==> config.mk <==
export PLATFORM = sky130hd
export DESIGN_NAME = cplpm_mulmod
export DESIGN_NICKNAME = d
export VERILOG_FILES = /design/src/cplpm_mulmod.sv
export SDC_FILE = /design/constraint.sdc
export NUM_CORES = 1
export LEC_CHECK = 0
export ABC_AREA = 0
export BUFFER_PORTS_ARGS = -buffer_cell sky130_fd_sc_hd__buf_2
export CAP_MARGIN = 0
export CORE_MARGIN = 10
export CORE_UTILIZATION = 50
export CTS_BUF_LIST = sky130_fd_sc_hd__clkbuf_8
export CTS_CLUSTER_DIAMETER = 60
export DETAILED_ROUTE_END_ITERATION = 10
export GPL_ROUTABILITY_DRIVEN = 0
export PLACE_DENSITY = 0.75
export RECOVER_POWER = 100
export SKIP_CTS_REPAIR_TIMING = 1
export SYNTH_ARGS = -nofsm -noshare
export SYNTH_HDL_FRONTEND = slang
export SYNTH_SLANG_ARGS = --single-unit
==> constraint.sdc <==
create_clock -name clk -period 6.9 [get_ports clk]
set_input_delay 0.345 -clock clk [delete_from_list [all_inputs] [get_ports clk]]
set_output_delay 0.345 -clock clk [all_outputs]
set_load 0.01 [all_outputs]
==> src/cplpm_mulmod.sv <==
`timescale 1ns / 1ps
// Bit-serial modular multiplier: one bit of the first operand per cycle.
// Depends on nothing else; no submodules.
module cplpm_mulmod #(
  parameter int MODULUS = 1000000007
) (
  input  logic                         clk,
  input  logic                         rst,
  input  logic                         start,
  input  logic [$clog2(MODULUS)-1:0]   a,
  input  logic [$clog2(MODULUS)-1:0]   b,
  output logic                         done,
  output logic [$clog2(MODULUS)-1:0]   product
);

  localparam int RES_W = $clog2(MODULUS);
  localparam int CNT_W = $clog2(RES_W + 1);
  localparam logic [RES_W+1:0] MOD1 = (RES_W+2)'(MODULUS);
  localparam logic [RES_W+1:0] MOD2 = MOD1 << 1;

  logic             busy;
  logic [CNT_W-1:0] cnt;
  logic [RES_W-1:0] mult;
  logic [RES_W-1:0] addend;
  logic [RES_W-1:0] acc;
  logic [RES_W+1:0] step_raw;
  logic [RES_W-1:0] step_red;

  // One step: acc = 2*acc + bit*b, brought back below the modulus.
  always_comb begin
    step_raw = {1'b0, acc, 1'b0} + {2'b00, (mult[RES_W-1] ? addend : '0)};
    if (step_raw >= MOD2) begin
      step_red = RES_W'(step_raw - MOD2);
    end else if (step_raw >= MOD1) begin
      step_red = RES_W'(step_raw - MOD1);
    end else begin
      step_red = RES_W'(step_raw);
    end
  end

  // Control: busy while the RES_W steps run, then a one-cycle done pulse.
  always_ff @(posedge clk) begin
    if (rst) begin
      busy <= 1'b0;
      done <= 1'b0;
    end else begin
      done <= 1'b0;
      if (start) begin
        busy <= 1'b1;
      end else if (busy && cnt == CNT_W'(1)) begin
        busy <= 1'b0;
        done <= 1'b1;
      end
    end
  end

  // Operand and accumulator registers.
  always_ff @(posedge clk) begin
    if (start) begin
      acc    <= '0;
      mult   <= a;
      addend <= b;
      cnt    <= CNT_W'(RES_W);
    end else if (busy) begin
      acc  <= step_red;
      mult <= mult << 1;
      cnt  <= cnt - CNT_W'(1);
    end
  end

  assign product = acc;

  // A new product is never started while one is in progress.
  assert property (@(posedge clk) disable iff (rst) start |-> !busy)
    else $error("mulmod started while busy");

  // The finished product is a proper residue.
  assert property (@(posedge clk) disable iff (rst) done |-> ({2'b00, acc} < MOD1))
    else $error("mulmod result not reduced");

  // The last step is always followed by done.
  assert property (@(posedge clk) disable iff (rst)
                   (busy && !start && cnt == CNT_W'(1)) |=> done)
    else $error("mulmod missed done");

endmodule

==> impl_summary.txt <==
----------------------------------------------------
[Routing]
  Detailed router's first-iteration violation count ... 533
  DRC violations left ... 1
  Via count ... 6556
  Final wirelength ... 19.5 mm
  First-pass iteration count of the detailed router ... 8
  Avg WL per Cell ... 18.4 um
  Antenna-violating nets left ... 0
  Number of vias per cell after detailed routing ... 6.18

[Layout]
  Post-layout nets ... 970
  Fraction of final layout cells sized beyond drive strength 1 ... 15.2%
  Area growth from synthesis to layout ... 8.56%
  Filler-free cell count of the finished design ... 1061
  Number of antenna diodes ... 0
  Commonest non-fill, non-tap cell in the layout ... sky130_fd_sc_hd__nand2_1
  Most frequent cells in the layout ... sky130_fd_sc_hd__nand2_1 (74), sky130_fd_sc_hd__buf_2 (61), sky130_fd_sc_hd__edfxtp_1 (60)
  Post-route cell area ... 7900 um^2

[Floorplan]
  Full die area ... 19800 um^2
  Standard-cell row count ... 44
  Height of the die ... 141 um
  Die Span X ... 141 um
  Num ports ... 94
  Initial core utilization ... 50.5%
  Core Region ... 14400 um^2

[Setup path]
  Class of the most critical setup path ... register to register
  Critical Path End Type ... register
  CP Data Arrival Time ... 6.26 ns
  Worst Path Required ... 7.25 ns
  Largest driver fanout on the critical path ... 31
  Critical Path Source Type ... register

[Power and ir drop]
  Worst supply voltage drop on vdd ... 0.123 mV
  Sequential Power Share ... 39.2%
  Net load switching power ... 0.000753 W
  Pwr dens ... 235 nW/um^2
  Part of the power in combinational logic ... 39.8%
  Clk pwr share ... 21.0%
  Lkg Pwr ... 3.02 nW
  Switching part of the total ... 40.5%
  Cell internal power dissipation ... 0.00110 W

[Status]
  Result of the run ... finished with violations
  Violations in the final reports ... DRC, capacitance limit, slew limit

[Yosys]
  Synth Net Count ... 907
  Post-Syn Area per Cell ... 9.00 um^2
  Number of warning messages in the yosys log ... 0
  Most frequently used flop master after synthesis ... sky130_fd_sc_hd__edfxtp_1
  Number of different library cells in the post-synthesis netlist ... 86
  Area of the mapped netlist ... 7280 um^2
  Fraction of registers with async set/reset ... 0%
  Post-synthesis cell type with the largest combined area ... sky130_fd_sc_hd__edfxtp_1
  Ranking of synthesized cells by area ... sky130_fd_sc_hd__edfxtp_1 (25%), sky130_fd_sc_hd__dfxtp_1 (10%), sky130_fd_sc_hd__ha_1 (5.8%)
  Number of enable flip-flop cells after synthesis ... 60
  Post-synth top area share ... 24.8%
  Post-synthesis cell count ... 809
  Post-synthesis register bit count ... 97
  Sequential fraction of the synthesis area ... 34.9%

[CTS]
  Clock Tree Root ... sky130_fd_sc_hd__clkbuf_8
  Number of buffers inserted during clock tree synthesis ... 9
  Count of H-tree levels built during CTS ... 3
  Deepest clock path buffer count ... 2
  Clk pin slew, worst setup/hold paths ... 0.11 ns
  Number of sinks driven by the clock tree ... 97
  TritonCTS clock tree ... built
  Clk_lat worst skew ... 0.41 ns

[Hold path]
  Class of the most critical hold timing path ... input port to register

[STA]
  Minimum period implied by the final worst setup slack ... 5.91 ns
  Max-slew headroom ... -158%
  Setup slack of the critical path after layout ... 0.988 ns
  Unrepaired setup endpoints after global routing ... false
  Measured slew at the worst slew-check pin ... 3.88 ns
  Maximum clock rate ... 0.169 GHz
  Count of endpoints failing setup in the final report ... 0
  Hold Fails Final Rpt ... 0
  Sum of negative setup slack ... 0 ns
  Max-slew violation count ... 77
  Clock skew ... 0.0107 ns
  Tcrit/Tclk final ... 85.7%

[Global routing]
  Vias in the first global route ... 6328
  Global-route wire length before repair ... 32.2 mm
  Pin count of the biggest net entering global routing ... 77
  Global-route usage over all layers ... 19.6%
  Number of antenna violations at the first check in global routing ... 0
  GRT Residual Overflow ... 0

[Place]
  Instance area at placement ... 7780 um^2
  Number of port buffers ... 93
  Worst slack after detailed placement ... 1.41 ns
  Number of cells after detailed placement ... 1045
  Post-detail-place hpwl ... 14.5 mm

[Run]
  Max capacitance violation total ... 1

----------------------------------------------------
==> state kept, by name, indices dropped and copies added, names as in the netlist <==
name	cells
mult	30
done	1
addend	30
product	30
cnt	5
busy	1
==> synthesized netlist by cell type (all sizes together), types with 12 or more instances <==
master and n:
buf 21, edfxtp 60, nand4 12, or3 12, nand3 27, mux2 31
a21o 16, clkbuf 26, and2 37, a211oi 17, dfxtp 37, o21ai 46
nor2 53, a21oi 61, ha 34, nor3 22, inv 19, nand2 74
o211ai 15, xnor2 24
==> worst max-delay path, stage by stage, from the launching register on <==
cell,delay (ns)
sky130_fd_sc_hd__edfxtp_1,0.97
sky130_fd_sc_hd__and2_0,0.23
sky130_fd_sc_hd__ha_1,0.20
sky130_fd_sc_hd__inv_1,0.06
sky130_fd_sc_hd__fa_1,0.46
sky130_fd_sc_hd__nand2b_1,0.25
sky130_fd_sc_hd__a21oi_1,0.30
sky130_fd_sc_hd__o21ai_2,0.18
sky130_fd_sc_hd__a222oi_1,0.27
sky130_fd_sc_hd__clkbuf_1,0.34
sky130_fd_sc_hd__o21a_1,0.26
sky130_fd_sc_hd__o21ai_0,0.15
sky130_fd_sc_hd__a2111oi_0,0.51
sky130_fd_sc_hd__o31ai_1,0.14
sky130_fd_sc_hd__o21bai_1,0.35
sky130_fd_sc_hd__buf_4,0.38
sky130_fd_sc_hd__nor2_1,0.24
sky130_fd_sc_hd__a2111oi_0,0.37
sky130_fd_sc_hd__nand4b_1,0.17
==> logic make-up after synthesis <==
family,after synthesis,share of synthesized area (%)
DFF,97,34.9
muxes,38,5.76
and+or+nand+nor,291,20.6
buffers and inverters,67,4.35
adders and majority gates,35,6.12
xor gates and xnor gates,34,4.09
AOI/OAI and AO/OA,247,24.1
==> power by group through the flow <==
stage	logic, W	clock network, W	registers [W]
floorplan	0.000562	0	0.000729
global placement	0.000731	0	0.000738
detailed placement	0.000739	0	0.000739
CTS	0.000744	0.000403	0.000727
global route	0.000823	0.000424	0.000736
finish	0.000740	0.000391	0.000728
==> worst paths after layout <==
path / startpoint / to / slack, ns / depth (start not counted)
worst max-delay path: mult[29]$_DFFE_PP_ / product[16]$_SDFFE_PP0P_ / 0.99 / 18
worst min-delay path: rst / busy$_SDFFE_PP0P_ / 0.11 / 2
worst max register to register: mult[29]$_DFFE_PP_ / product[16]$_SDFFE_PP0P_ / 0.99 / 18
worst min register to register: product[28]$_SDFFE_PP0P_ / product[28]$_SDFFE_PP0P_ / 0.50 / 2
==> area by class of cell <==
class / count / area, um^2
fill: 1405 / 6520
multi-input combinational: 645 / 4390
sequential: 97 / 2540
timing repair buffer: 99 / 459
tap: 184 / 230
clock buffer: 9 / 124
clock inverter: 7 / 82.6
inverter: 20 / 75.1
==> layer usage <==
layer | global-route usage (%) | vias to the layer above | part of all wire (%)
met5 | 0 | - | 0
met3 | 5.44 | 33 | 7.1
met1 | 24.1 | 3091 | 43
met2 | 32.1 | 232 | 48
li1 | - | 3200 | -
met4 | 6.68 | 0 | 2.1
==> per-stage QoR <==
| stage | hold WS, ns | util, % | total power, W |
|---|---|---|---|
| finish | 0.105 | 54.8 | 0.00186 |
| global route | 0.0817 | 54.8 | 0.00198 |
| CTS | 0.0901 | 55.4 | 0.00187 |
| detailed placement | 0.484 | 53.9 | 0.00148 |
| global placement | 0.467 | 53.9 | 0.00147 |
| floorplan | 0.417 | - | 0.00129 |
No activity file was read; power rests on OpenSTA's default activity.
